<file path="config.mk">
export PLATFORM = sky130hd
export DESIGN_NAME = laser_blanking_connector_gen_flat
export DESIGN_NICKNAME = d
export VERILOG_FILES = /design/src/hdl/lbcg_pkg.sv /design/src/hdl/lbcg_junction_if.sv /design/src/hdl/lbcg_point_if.sv /design/src/hdl/lbcg_cfg_if.sv /design/src/hdl/laser_blanking_connector_gen.sv /design/src/hdl/lbcg_div.sv /design/src/flat_wrapper.sv
export SDC_FILE = /design/constraint.sdc
export NUM_CORES = 2
export LEC_CHECK = 0
export BUFFER_PORTS_ARGS = -buffer_cell sky130_fd_sc_hd__buf_2
export CAP_MARGIN = 20
export CORE_ASPECT_RATIO = 1.5
export CORE_MARGIN = 4
export CORE_UTILIZATION = 40
export CTS_CLUSTER_DIAMETER = 30
export DETAILED_ROUTE_END_ITERATION = 12
export PLACE_DENSITY_LB_ADDON = 0.1
export SYNTH_ARGS = -nofsm -noshare
export SYNTH_HDL_FRONTEND = slang
export SYNTH_SLANG_ARGS = --single-unit
</file>
<file path="constraint.sdc">
create_clock -name clk -period 18.5 [get_ports clk]
set_input_delay 2.775 -clock clk [delete_from_list [all_inputs] [get_ports clk]]
set_output_delay 2.775 -clock clk [all_outputs]
set_load 0.02 [all_outputs]
</file>
<file path="src/hdl/lbcg_pkg.sv">
// Shared types, widths and register codes of the blanking connector generator.
package lbcg_pkg;

    localparam int COORD_W   = 16;
    localparam int SEG_W     = 6;
    localparam int CFG_IDX_W = 8;
    localparam int CFG_DAT_W = 16;
    localparam int SQ_W      = 2 * COORD_W;
    localparam int D2_W      = SQ_W + 1;

    localparam int SHORT_LINE_SEGMENTS_DEF = 4;
    localparam int CLAMP_MARGIN_DEF        = 2;

    localparam logic [COORD_W-1:0] PREV_RESET      = 16'h8000;
    localparam logic [COORD_W-1:0] CONNECT_MIN_RST = 16'd655;
    localparam logic [COORD_W-1:0] SHORT_MAX_RST   = 16'd1966;
    localparam logic [SEG_W-1:0]   LONG_SEG_RST    = 6'd9;

    typedef enum logic [CFG_IDX_W-1:0] {
        CFG_LINK_PREV = 8'd0,
        CFG_MIN_DIST  = 8'd1,
        CFG_SHORT_MAX = 8'd2,
        CFG_LONG_SEGS = 8'd3
    } cfg_reg_t;

    typedef struct packed {
        logic               start;
        logic [COORD_W-1:0] dividend;
        logic [SEG_W-1:0]   divisor;
    } div_req_t;

    typedef struct packed {
        logic               busy;
        logic               done;
        logic [COORD_W-1:0] quotient;
        logic [SEG_W-1:0]   remainder;
    } div_rsp_t;

endpackage

</file>
<file path="src/hdl/lbcg_junction_if.sv">
// Junction channel: the two end points of a stroke gap and their flags.
interface lbcg_junction_if;
    logic                        valid;
    logic                        ready;
    logic [lbcg_pkg::COORD_W-1:0] from_x;
    logic [lbcg_pkg::COORD_W-1:0] from_y;
    logic [lbcg_pkg::COORD_W-1:0] to_x;
    logic [lbcg_pkg::COORD_W-1:0] to_y;
    logic                        frame_start;
    logic                        strokes_usable;

    modport source (output valid, from_x, from_y, to_x, to_y, frame_start, strokes_usable,
                    input ready);
    modport sink (input valid, from_x, from_y, to_x, to_y, frame_start, strokes_usable,
                  output ready);
endinterface

</file>
<file path="src/hdl/lbcg_point_if.sv">
// Point channel: one blanked connector point per beat.
interface lbcg_point_if;
    logic                        valid;
    logic                        ready;
    logic [lbcg_pkg::COORD_W-1:0] point_x;
    logic [lbcg_pkg::COORD_W-1:0] point_y;
    logic                        run_last;

    modport source (output valid, point_x, point_y, run_last, input ready);
    modport sink (input valid, point_x, point_y, run_last, output ready);
endinterface

</file>
<file path="src/hdl/lbcg_cfg_if.sv">
// Configuration write channel: register index and write data.
interface lbcg_cfg_if;
    logic                          valid;
    logic                          ready;
    logic [lbcg_pkg::CFG_IDX_W-1:0] index;
    logic [lbcg_pkg::CFG_DAT_W-1:0] data;

    modport source (output valid, index, data, input ready);
    modport sink (input valid, index, data, output ready);
endinterface

</file>
<file path="src/hdl/laser_blanking_connector_gen.sv">
// Top level of the blanked connector generator for a laser point stream.
// Sequence: a junction is taken in the idle state, its deltas are formed, squared and summed, the
// thresholds are squared, and the junction is decided; one that draws nothing is then finished.
// A drawing junction runs two divisions and then emits its n+1 points one per cycle while the
// receiver is ready. Only one junction is in work at a time; the next is taken once it is done.
// Reset: asynchronous, active low; registers take their documented values and the stored
// previous-frame point returns to the centre of the field.
module laser_blanking_connector_gen #(
    parameter int SHORT_LINE_SEGMENTS = lbcg_pkg::SHORT_LINE_SEGMENTS_DEF,
    parameter int CLAMP_MARGIN        = lbcg_pkg::CLAMP_MARGIN_DEF
) (
    input  logic            clk,
    input  logic            rst_n,
    lbcg_junction_if.sink   junction,
    lbcg_point_if.source    points,
    lbcg_cfg_if.sink        cfg
);
    import lbcg_pkg::*;

    // Clamp window of an ordinary connector. The upper bound saturates at full scale.
    localparam int CLAMP_HI_RAW = 65536 - CLAMP_MARGIN;
    localparam int CLAMP_HI_INT = (CLAMP_HI_RAW > 65535) ? 65535 : CLAMP_HI_RAW;
    localparam logic [COORD_W-1:0] CLAMP_LO = COORD_W'(CLAMP_MARGIN);
    localparam logic [COORD_W-1:0] CLAMP_HI = COORD_W'(CLAMP_HI_INT);
    localparam logic [SEG_W-1:0]   SHORT_N  = SEG_W'(SHORT_LINE_SEGMENTS);

    // The sequencer: take the junction, form the two deltas, square them and the two
    // thresholds on the one multiplier, decide, and for a junction that draws, divide each
    // delta by the segment count, then step out the points.
    typedef enum logic [9:0] {
        S_IDLE    = 10'b00_0000_0001,
        S_DIFF    = 10'b00_0000_0010,
        S_SQX     = 10'b00_0000_0100,
        S_SQY     = 10'b00_0000_1000,
        S_SQMIN   = 10'b00_0001_0000,
        S_SQSHORT = 10'b00_0010_0000,
        S_DECIDE  = 10'b00_0100_0000,
        S_DIVX    = 10'b00_1000_0000,
        S_DIVY    = 10'b01_0000_0000,
        S_EMIT    = 10'b10_0000_0000
    } state_t;

    state_t state_reg;
    state_t state_next;

    // Configuration registers.
    logic               link_reg;
    logic [COORD_W-1:0] min_dist_reg;
    logic [COORD_W-1:0] short_max_reg;
    logic [SEG_W-1:0]   long_segs_reg;

    // Last point of the frame so far.
    logic [COORD_W-1:0] prev_x_reg;
    logic [COORD_W-1:0] prev_y_reg;

    // Junction under work.
    logic [COORD_W-1:0] ax_reg;
    logic [COORD_W-1:0] ay_reg;
    logic [COORD_W-1:0] bx_reg;
    logic [COORD_W-1:0] by_reg;
    logic               fstart_reg;
    logic               usable_reg;
    logic [COORD_W-1:0] dx_reg;
    logic [COORD_W-1:0] dy_reg;
    logic               negx_reg;
    logic               negy_reg;

    // Multiplier and distance compare.
    logic [COORD_W-1:0] mul_op;
    logic [SQ_W-1:0]    prod_reg;
    logic [D2_W-1:0]    d2_reg;
    logic [SQ_W-1:0]    min_sq_reg;

    // Decision.
    logic               draw;
    logic               clamp_new;
    logic [SEG_W-1:0]   n_new;
    logic [SEG_W-1:0]   n_reg;
    logic               clamp_reg;

    // Point stepping: each coordinate keeps quotient and remainder of (d*j + n/2) / n, and
    // moves on by the precomputed quotient and remainder of d / n.
    logic [COORD_W-1:0] step_qx_reg;
    logic [SEG_W-1:0]   step_rx_reg;
    logic [COORD_W-1:0] step_qy_reg;
    logic [SEG_W-1:0]   step_ry_reg;
    logic [COORD_W-1:0] qx_reg;
    logic [SEG_W-1:0]   rx_reg;
    logic [COORD_W-1:0] qy_reg;
    logic [SEG_W-1:0]   ry_reg;
    logic [SEG_W-1:0]   j_reg;
    logic [SEG_W:0]     rx_sum;
    logic [SEG_W:0]     ry_sum;
    logic               rx_wrap;
    logic               ry_wrap;
    logic [COORD_W-1:0] raw_x;
    logic [COORD_W-1:0] raw_y;
    logic [COORD_W-1:0] pt_x;
    logic [COORD_W-1:0] pt_y;
    logic               pt_last;
    logic               load;

    // Output register.
    logic               out_valid_reg;
    logic [COORD_W-1:0] out_x_reg;
    logic [COORD_W-1:0] out_y_reg;
    logic               out_last_reg;

    div_req_t div_req;
    div_rsp_t div_rsp;

    lbcg_div u_div (
        .clk   (clk),
        .rst_n (rst_n),
        .req   (div_req),
        .rsp   (div_rsp)
    );

    assign junction.ready = (state_reg == S_IDLE);
    assign cfg.ready      = 1'b1;

    // Register writes. Unknown indexes are ignored.
    always_ff @(posedge clk or negedge rst_n)
    begin
        if (!rst_n)
        begin
            link_reg      <= 1'b1;
            min_dist_reg  <= CONNECT_MIN_RST;
            short_max_reg <= SHORT_MAX_RST;
            long_segs_reg <= LONG_SEG_RST;
        end
        else if (cfg.valid)
        begin
            unique case (cfg.index)
                CFG_LINK_PREV: link_reg      <= cfg.data[0];
                CFG_MIN_DIST:  min_dist_reg  <= cfg.data[COORD_W-1:0];
                CFG_SHORT_MAX: short_max_reg <= cfg.data[COORD_W-1:0];
                CFG_LONG_SEGS: long_segs_reg <= cfg.data[SEG_W-1:0];
                default:       ;
            endcase
        end
    end

    // The single multiplier squares whichever operand the current state needs. Its product
    // is registered, and the sum of the two squares is formed from the registered products.
    always_comb
    begin
        case (state_reg)
            S_SQY:     mul_op = dy_reg;
            S_SQMIN:   mul_op = min_dist_reg;
            S_SQSHORT: mul_op = short_max_reg;
            default:   mul_op = dx_reg;
        endcase
    end

    always_ff @(posedge clk)
    begin
        prod_reg <= mul_op * mul_op;
    end

    // A frame-start junction draws an unclamped short line when linking is on and it is strictly
    // longer than the connection minimum. An ordinary one with usable strokes draws nothing below
    // that minimum, a short line below the short-line distance (whose square is in the product
    // register here), and a long line otherwise; one without usable strokes draws nothing. The
    // thresholds are tested in that order, so a short-line distance below the minimum gives no short lines.
    always_comb
    begin
        draw      = 1'b0;
        clamp_new = 1'b1;
        n_new     = SHORT_N;
        if (fstart_reg)
        begin
            draw      = link_reg && (d2_reg > {1'b0, min_sq_reg});
            clamp_new = 1'b0;
        end
        else if (usable_reg && (d2_reg >= {1'b0, min_sq_reg}))
        begin
            draw = 1'b1;
            if (d2_reg >= {1'b0, prod_reg})
            begin
                n_new = (long_segs_reg == '0) ? SEG_W'(1) : long_segs_reg;
            end
        end
    end

    always_comb
    begin
        div_req.start    = ((state_reg == S_DECIDE) && draw) ||
                           ((state_reg == S_DIVX) && div_rsp.done);
        div_req.dividend = (state_reg == S_DIVX) ? dy_reg : dx_reg;
        div_req.divisor  = (state_reg == S_DECIDE) ? n_new : n_reg;
    end

    // Current point from its running quotient, then the advance to the next one. The
    // remainder stays below n, so one compare and subtract keeps it there.
    always_comb
    begin
        raw_x   = negx_reg ? (ax_reg - qx_reg) : (ax_reg + qx_reg);
        raw_y   = negy_reg ? (ay_reg - qy_reg) : (ay_reg + qy_reg);
        pt_x    = raw_x;
        pt_y    = raw_y;
        if (clamp_reg)
        begin
            if (raw_x < CLAMP_LO)
                pt_x = CLAMP_LO;
            else if (raw_x > CLAMP_HI)
                pt_x = CLAMP_HI;
            if (raw_y < CLAMP_LO)
                pt_y = CLAMP_LO;
            else if (raw_y > CLAMP_HI)
                pt_y = CLAMP_HI;
        end
        pt_last = (j_reg == n_reg);
        rx_sum  = {1'b0, rx_reg} + {1'b0, step_rx_reg};
        ry_sum  = {1'b0, ry_reg} + {1'b0, step_ry_reg};
        rx_wrap = (rx_sum >= {1'b0, n_reg});
        ry_wrap = (ry_sum >= {1'b0, n_reg});
        load    = (state_reg == S_EMIT) && (!out_valid_reg || points.ready);
    end

    always_comb
    begin
        state_next = state_reg;
        unique case (state_reg)
            S_IDLE:    if (junction.valid) state_next = S_DIFF;
            S_DIFF:    state_next = S_SQX;
            S_SQX:     state_next = S_SQY;
            S_SQY:     state_next = S_SQMIN;
            S_SQMIN:   state_next = S_SQSHORT;
            S_SQSHORT: state_next = S_DECIDE;
            S_DECIDE:  state_next = draw ? S_DIVX : S_IDLE;
            S_DIVX:    if (div_rsp.done) state_next = S_DIVY;
            S_DIVY:    if (div_rsp.done) state_next = S_EMIT;
            S_EMIT:    if (load && pt_last) state_next = S_IDLE;
            default:   state_next = S_IDLE;
        endcase
    end

    always_ff @(posedge clk or negedge rst_n)
    begin
        if (!rst_n)
        begin
            state_reg     <= S_IDLE;
            out_valid_reg <= 1'b0;
            prev_x_reg    <= PREV_RESET;
            prev_y_reg    <= PREV_RESET;
        end
        else
        begin
            state_reg <= state_next;
            if (load)
                out_valid_reg <= 1'b1;
            else if (points.ready)
                out_valid_reg <= 1'b0;
            // With linking on, an ordinary junction leaves its last point behind, or its stroke end
            // when it draws nothing. A frame-start junction leaves the stored point alone.
            if ((state_reg == S_DECIDE) && !draw && !fstart_reg && link_reg)
            begin
                prev_x_reg <= ax_reg;
                prev_y_reg <= ay_reg;
            end
            else if (load && pt_last && !fstart_reg && link_reg)
            begin
                prev_x_reg <= pt_x;
                prev_y_reg <= pt_y;
            end
        end
    end

    // Datapath registers.
    always_ff @(posedge clk)
    begin
        if (junction.valid && junction.ready)
        begin
            ax_reg     <= junction.frame_start ? prev_x_reg : junction.from_x;
            ay_reg     <= junction.frame_start ? prev_y_reg : junction.from_y;
            bx_reg     <= junction.to_x;
            by_reg     <= junction.to_y;
            fstart_reg <= junction.frame_start;
            usable_reg <= junction.strokes_usable;
        end
        if (state_reg == S_DIFF)
        begin
            negx_reg <= (bx_reg < ax_reg);
            negy_reg <= (by_reg < ay_reg);
            dx_reg   <= (bx_reg < ax_reg) ? (ax_reg - bx_reg) : (bx_reg - ax_reg);
            dy_reg   <= (by_reg < ay_reg) ? (ay_reg - by_reg) : (by_reg - ay_reg);
        end
        if (state_reg == S_SQY)
            d2_reg <= {1'b0, prod_reg};
        if (state_reg == S_SQMIN)
            d2_reg <= d2_reg + {1'b0, prod_reg};
        if (state_reg == S_SQSHORT)
            min_sq_reg <= prod_reg;
        if (state_reg == S_DECIDE)
        begin
            n_reg     <= n_new;
            clamp_reg <= clamp_new;
        end
        if ((state_reg == S_DIVX) && div_rsp.done)
        begin
            step_qx_reg <= div_rsp.quotient;
            step_rx_reg <= div_rsp.remainder;
        end
        if ((state_reg == S_DIVY) && div_rsp.done)
        begin
            step_qy_reg <= div_rsp.quotient;
            step_ry_reg <= div_rsp.remainder;
            qx_reg      <= '0;
            qy_reg      <= '0;
            rx_reg      <= n_reg >> 1;
            ry_reg      <= n_reg >> 1;
            j_reg       <= '0;
        end
        if (load)
        begin
            out_x_reg    <= pt_x;
            out_y_reg    <= pt_y;
            out_last_reg <= pt_last;
            j_reg        <= j_reg + 1'b1;
            qx_reg       <= qx_reg + step_qx_reg + COORD_W'(rx_wrap);
            qy_reg       <= qy_reg + step_qy_reg + COORD_W'(ry_wrap);
            rx_reg       <= rx_wrap ? SEG_W'(rx_sum - {1'b0, n_reg}) : rx_sum[SEG_W-1:0];
            ry_reg       <= ry_wrap ? SEG_W'(ry_sum - {1'b0, n_reg}) : ry_sum[SEG_W-1:0];
        end
    end

    assign points.valid    = out_valid_reg;
    assign points.point_x  = out_x_reg;
    assign points.point_y  = out_y_reg;
    assign points.run_last = out_last_reg;

`ifndef SYNTHESIS
    // The divider is only started when it is free.
    assert property (@(posedge clk) disable iff (!rst_n)
        div_req.start |-> !div_rsp.busy)
        else $error("divider started while busy");

    // The point counter never runs past the segment count.
    assert property (@(posedge clk) disable iff (!rst_n)
        (state_reg == S_EMIT) |-> (j_reg <= n_reg))
        else $error("point index beyond segment count");

    // The running remainders stay below the segment count.
    assert property (@(posedge clk) disable iff (!rst_n)
        (state_reg == S_EMIT) |-> ((rx_reg < n_reg) && (ry_reg < n_reg)))
        else $error("interpolation remainder out of range");

    // The final point of a connector carries the run marker and ends the junction.
    assert property (@(posedge clk) disable iff (!rst_n)
        (load && pt_last) |=> (out_last_reg && (state_reg == S_IDLE)))
        else $error("connector did not close on its last point");
`endif

endmodule

</file>
<file path="src/hdl/lbcg_div.sv">
// Bit-serial restoring divider: 16-bit dividend by a 6-bit segment count.
module lbcg_div (
    input  logic               clk,
    input  logic               rst_n,
    input  lbcg_pkg::div_req_t req,
    output lbcg_pkg::div_rsp_t rsp
);
    import lbcg_pkg::*;

    localparam int CNT_W = $clog2(COORD_W);

    logic               busy_reg;
    logic               done_reg;
    logic [CNT_W-1:0]   cnt_reg;
    logic [COORD_W-1:0] quo_reg;
    logic [COORD_W-1:0] quo_next;
    logic [SEG_W-1:0]   rem_reg;
    logic [SEG_W-1:0]   rem_next;
    logic [SEG_W-1:0]   div_reg;
    logic [SEG_W:0]     shifted;
    logic [SEG_W:0]     diff;
    logic               ge;

    // One quotient bit per cycle, most significant first.
    always_comb
    begin
        shifted  = {rem_reg, quo_reg[COORD_W-1]};
        diff     = shifted - {1'b0, div_reg};
        ge       = (shifted >= {1'b0, div_reg});
        rem_next = ge ? diff[SEG_W-1:0] : shifted[SEG_W-1:0];
        quo_next = {quo_reg[COORD_W-2:0], ge};
    end

    always_ff @(posedge clk or negedge rst_n)
    begin
        if (!rst_n)
        begin
            busy_reg <= 1'b0;
            done_reg <= 1'b0;
            cnt_reg  <= '0;
        end
        else
        begin
            done_reg <= busy_reg && (cnt_reg == CNT_W'(COORD_W - 1));
            if (req.start)
            begin
                busy_reg <= 1'b1;
                cnt_reg  <= '0;
            end
            else if (busy_reg)
            begin
                cnt_reg <= cnt_reg + 1'b1;
                if (cnt_reg == CNT_W'(COORD_W - 1))
                begin
                    busy_reg <= 1'b0;
                end
            end
        end
    end

    always_ff @(posedge clk)
    begin
        if (req.start)
        begin
            quo_reg <= req.dividend;
            rem_reg <= '0;
            div_reg <= req.divisor;
        end
        else if (busy_reg)
        begin
            quo_reg <= quo_next;
            rem_reg <= rem_next;
        end
    end

    assign rsp.busy      = busy_reg;
    assign rsp.done      = done_reg;
    assign rsp.quotient  = quo_reg;
    assign rsp.remainder = rem_reg;

endmodule
</file>
<file path="src/flat_wrapper.sv">
// flat-port wrapper written by rule: the top's interface ports become plain ports
module laser_blanking_connector_gen_flat import lbcg_pkg::*;
#(
    parameter int SHORT_LINE_SEGMENTS = lbcg_pkg::SHORT_LINE_SEGMENTS_DEF,
    parameter int CLAMP_MARGIN        = lbcg_pkg::CLAMP_MARGIN_DEF
)
  (clk, rst_n, junction_valid, junction_from_x, junction_from_y, junction_to_x, junction_to_y, junction_frame_start, junction_strokes_usable, junction_ready, points_valid, points_point_x, points_point_y, points_run_last, points_ready, cfg_valid, cfg_index, cfg_data, cfg_ready);
  lbcg_junction_if junction_i ();
  lbcg_point_if points_i ();
  lbcg_cfg_if cfg_i ();
  input  logic clk;
  input  logic rst_n;
  input wire logic [$bits(junction_i.valid)-1:0] junction_valid;
  input wire logic [$bits(junction_i.from_x)-1:0] junction_from_x;
  input wire logic [$bits(junction_i.from_y)-1:0] junction_from_y;
  input wire logic [$bits(junction_i.to_x)-1:0] junction_to_x;
  input wire logic [$bits(junction_i.to_y)-1:0] junction_to_y;
  input wire logic [$bits(junction_i.frame_start)-1:0] junction_frame_start;
  input wire logic [$bits(junction_i.strokes_usable)-1:0] junction_strokes_usable;
  output wire logic [$bits(junction_i.ready)-1:0] junction_ready;
  output wire logic [$bits(points_i.valid)-1:0] points_valid;
  output wire logic [$bits(points_i.point_x)-1:0] points_point_x;
  output wire logic [$bits(points_i.point_y)-1:0] points_point_y;
  output wire logic [$bits(points_i.run_last)-1:0] points_run_last;
  input wire logic [$bits(points_i.ready)-1:0] points_ready;
  input wire logic [$bits(cfg_i.valid)-1:0] cfg_valid;
  input wire logic [$bits(cfg_i.index)-1:0] cfg_index;
  input wire logic [$bits(cfg_i.data)-1:0] cfg_data;
  output wire logic [$bits(cfg_i.ready)-1:0] cfg_ready;
  assign junction_i.valid = junction_valid;
  assign junction_i.from_x = junction_from_x;
  assign junction_i.from_y = junction_from_y;
  assign junction_i.to_x = junction_to_x;
  assign junction_i.to_y = junction_to_y;
  assign junction_i.frame_start = junction_frame_start;
  assign junction_i.strokes_usable = junction_strokes_usable;
  assign junction_ready = junction_i.ready;
  assign points_valid = points_i.valid;
  assign points_point_x = points_i.point_x;
  assign points_point_y = points_i.point_y;
  assign points_run_last = points_i.run_last;
  assign points_i.ready = points_ready;
  assign cfg_i.valid = cfg_valid;
  assign cfg_i.index = cfg_index;
  assign cfg_i.data = cfg_data;
  assign cfg_ready = cfg_i.ready;
  laser_blanking_connector_gen #(.SHORT_LINE_SEGMENTS(SHORT_LINE_SEGMENTS), .CLAMP_MARGIN(CLAMP_MARGIN)) u_core (.clk(clk), .rst_n(rst_n), .junction(junction_i), .points(points_i), .cfg(cfg_i));
endmodule
</file>
==> flow_metrics.py <==
metrics = {
    "placement": {
        "io_buffers": 129,
        "gp_congestion": 0.913,
        "dp_hpwl_mm": 79.5,
    },
    "setup_path": {
        "endpoint_kind": "register",
        "critPathKind": "reg -> reg",
        "start_kind": "register",
        "required_ps": 19090,
        "crit_slowest_cell": "or3b_2",
        "cpMostUsedCell": "inv_1",
        "cp_max_fo": 43,
        "crit_arrival_ps": 10170,
        "slowest_delay_ps": 660,
    },
    "routing": {
        "ant_nets": 0,
        "wl_met3_mm": 3.81,
        "drt_iter0_markers": 1156,
        "wl_met1_mm": 36.3,
        "via_per_inst": 5.33,
        "topRoutingLayerUsed": "met4",
        "wire_per_inst_um": 21.2,
        "totalWireLength_mm": 99.9,
        "met2_length_mm": 54.5,
        "drc_errors": 0,
        "num_vias": 25115,
        "firstDrtPassIters": 5,
    },
    "die": {
        "die_height_um": 365,
        "initial_core_util": 0.405,
        "die_x_um": 246,
        "io_pins": 131,
        "core-area_sq_mm": 0.0841,
        "num_rows": 130,
        "die_area_sq_mm": 0.0899,
    },
    "synth": {
        "synth_edf_count": 314,
        "syn_inst": 3368,
        "muxShareOfSynthArea": 0.0382,
        "synth-simple-area-share": 0.111,
        "synth_area_sq_mm": 0.0340,
        "synth_xor_area_frac": 0.0502,
        "synth.distinct_cells": 96,
        "mappedNetlistNets": 3989,
        "synth_largest_area_cell": "edfxtp_1",
        "synthArstFlopShare": 0.198,
        "yosysWarnings": 0,
        "yosysSeqAreaShare": 0.368,
        "synthAdderAreaFrac": 0.233,
        "ys_seq_elements": 445,
        "synth_area_leaders": "edfxtp_1 28%, ha_1 13%, fa_1 10%, inv_1 5.3%, dfrtp_1 5.0%",
        "ys.flop_type": "edfxtp_1",
        "synth_top_family_by_area": "adder cells",
        "synth_compound_area_frac": 0.132,
        "synth_top_area_share": 0.277,
        "synth.avg_cell_area_sq_um": 10.1,
    },
    "clock_network": {
        "cts_inserted_buffers": 90,
        "clock_sinks": 445,
        "clk_path_buf_depth": 3,
        "htreeDepth": 3,
        "post_cts_buffers": 0,
        "clk_root_buffer_cell": "clkbuf_16",
        "insertion_delay_ps": 670,
        "cts_tree": "yes",
        "clk_pin_slew_ps": 50,
        "holdBufCountCts": 0,
        "cts_resized": 0,
    },
    "global_routing": {
        "track_usage": 0.223,
        "grt_pass1_vias": 26772,
        "grt_pass1_wl_mm": 153,
        "antenna_found_initial": 5,
        "grt_start_max_net_pins": 62,
        "grt_overflow": 0,
    },
    "sta": {
        "tns_ps": 0,
        "setup_viol": 0,
        "slew_headroom": 0.298,
        "min_period_ps": 9580,
        "rsz0062_at_grt": "false",
        "skew_ps": 47.1,
        "drv_slew": 0,
        "fmaxAchievable_ghz": 0.104,
        "hold_viol_final": 0,
        "holdWs_ps": 467,
        "post-route-period-util": 0.518,
        "tightest_slew_ps": 1050,
    },
    "finish": {
        "layout_common_cells": "480 x inv_1, 348 x ha_1, 314 x edfxtp_1",
        "final_common_cell": "inv_1",
        "drive_gt1_frac": 0.127,
        "largest_reg_flops": 33,
        "syn2layout_area_growth_pct": 14.7,
        "finish.net_count": 4132,
    },
    "min_path": {
        "hold_path.class": "reg -> reg",
    },
    "job": {
        "drv_cap": 0,
    },
    "status": {
        "status": "completed",
    },
}
## cell usage after synthesis, drive strengths merged (68+ instances only)
master / instances
a21o: 91
a21oi: 220
dfrtp: 68
edfxtp: 314
fa: 178
ha: 348
inv: 490
mux2: 79
nand2: 220
nor2: 279
o21ai: 122
xnor2: 130
## final cells by class
type	count	area (sq um)
antenna	6	15.0
clock buffer	105	2370
clock inverter	64	800
fill	8030	45100
inverter	492	1850
multi-input combinational	2331	19200
sequential	445	12500
tap	1122	1400
timing repair buffer	151	831
## stage by stage
| step | utilization | std cells | worst slack, ps | area [sq um] |
|---|---|---|---|---|
| finish | 0.464 | 4716 | 8920 | 39000 |
| global route | 0.464 | 4710 | 8270 | 39000 |
| CTS | 0.463 | 4708 | 8880 | 39000 |
| detailed placement | 0.426 | 4539 | 8930 | 35800 |
| global placement | 0.426 | 4539 | 9110 | 35800 |
| floorplan | - | 3368 | 10040 | 34000 |
## cells by family (layout without fill, tap and decap cells)
logic type	after synthesis	after routing
AO/OA/AOI/OAI	689	689
XOR/XNOR	194	194
adder cells (fa/ha/maj)	526	526
AND/OR/NAND/NOR	801	801
buffers and inverters	592	812
multiplexers	120	120
flip-flops	445	445
other	1	7
## layer usage
metal	vias to the layer above	GRT usage
met5	-	0
met4	0	0.112
met3	191	0.0272
met2	560	0.429
met1	12397	0.236
li1	11967	-
## worst max-delay path: cells and delay by family (launching register included)
| kind | cells | cell delay [ps] |
|---|---|---|
| adders and majority gates | 7 | 3330 |
| and+or+nand+nor | 9 | 2790 |
| AOI/OAI and AO/OA | 6 | 1610 |
| buffers and inverters | 10 | 1180 |
| DFF | 1 | 420 |
| xor gates and xnor gates | 1 | 150 |
## worst paths after layout
path | cells past startpoint | slack, ps | start | end
max | 33 | 8920 | u_core.state_reg[9] | u_core.prod_reg[27]
min | 2 | 470 | u_core.prev_y_reg[8] | u_core.prev_y_reg[8]
max reg2reg | 33 | 8920 | u_core.state_reg[9] | u_core.prod_reg[27]
min reg2reg | 2 | 470 | u_core.prev_y_reg[8] | u_core.prev_y_reg[8]
max in group asynchronous | 2 | 15130 | rst_n | u_core.short_max_reg[6]
min in group asynchronous | 1 | 2120 | rst_n | u_core.prev_x_reg[8]
Power is left out: the tool's default activity adds up to more than one toggle a clock period on the data nets, which glitch-free logic cannot reach.
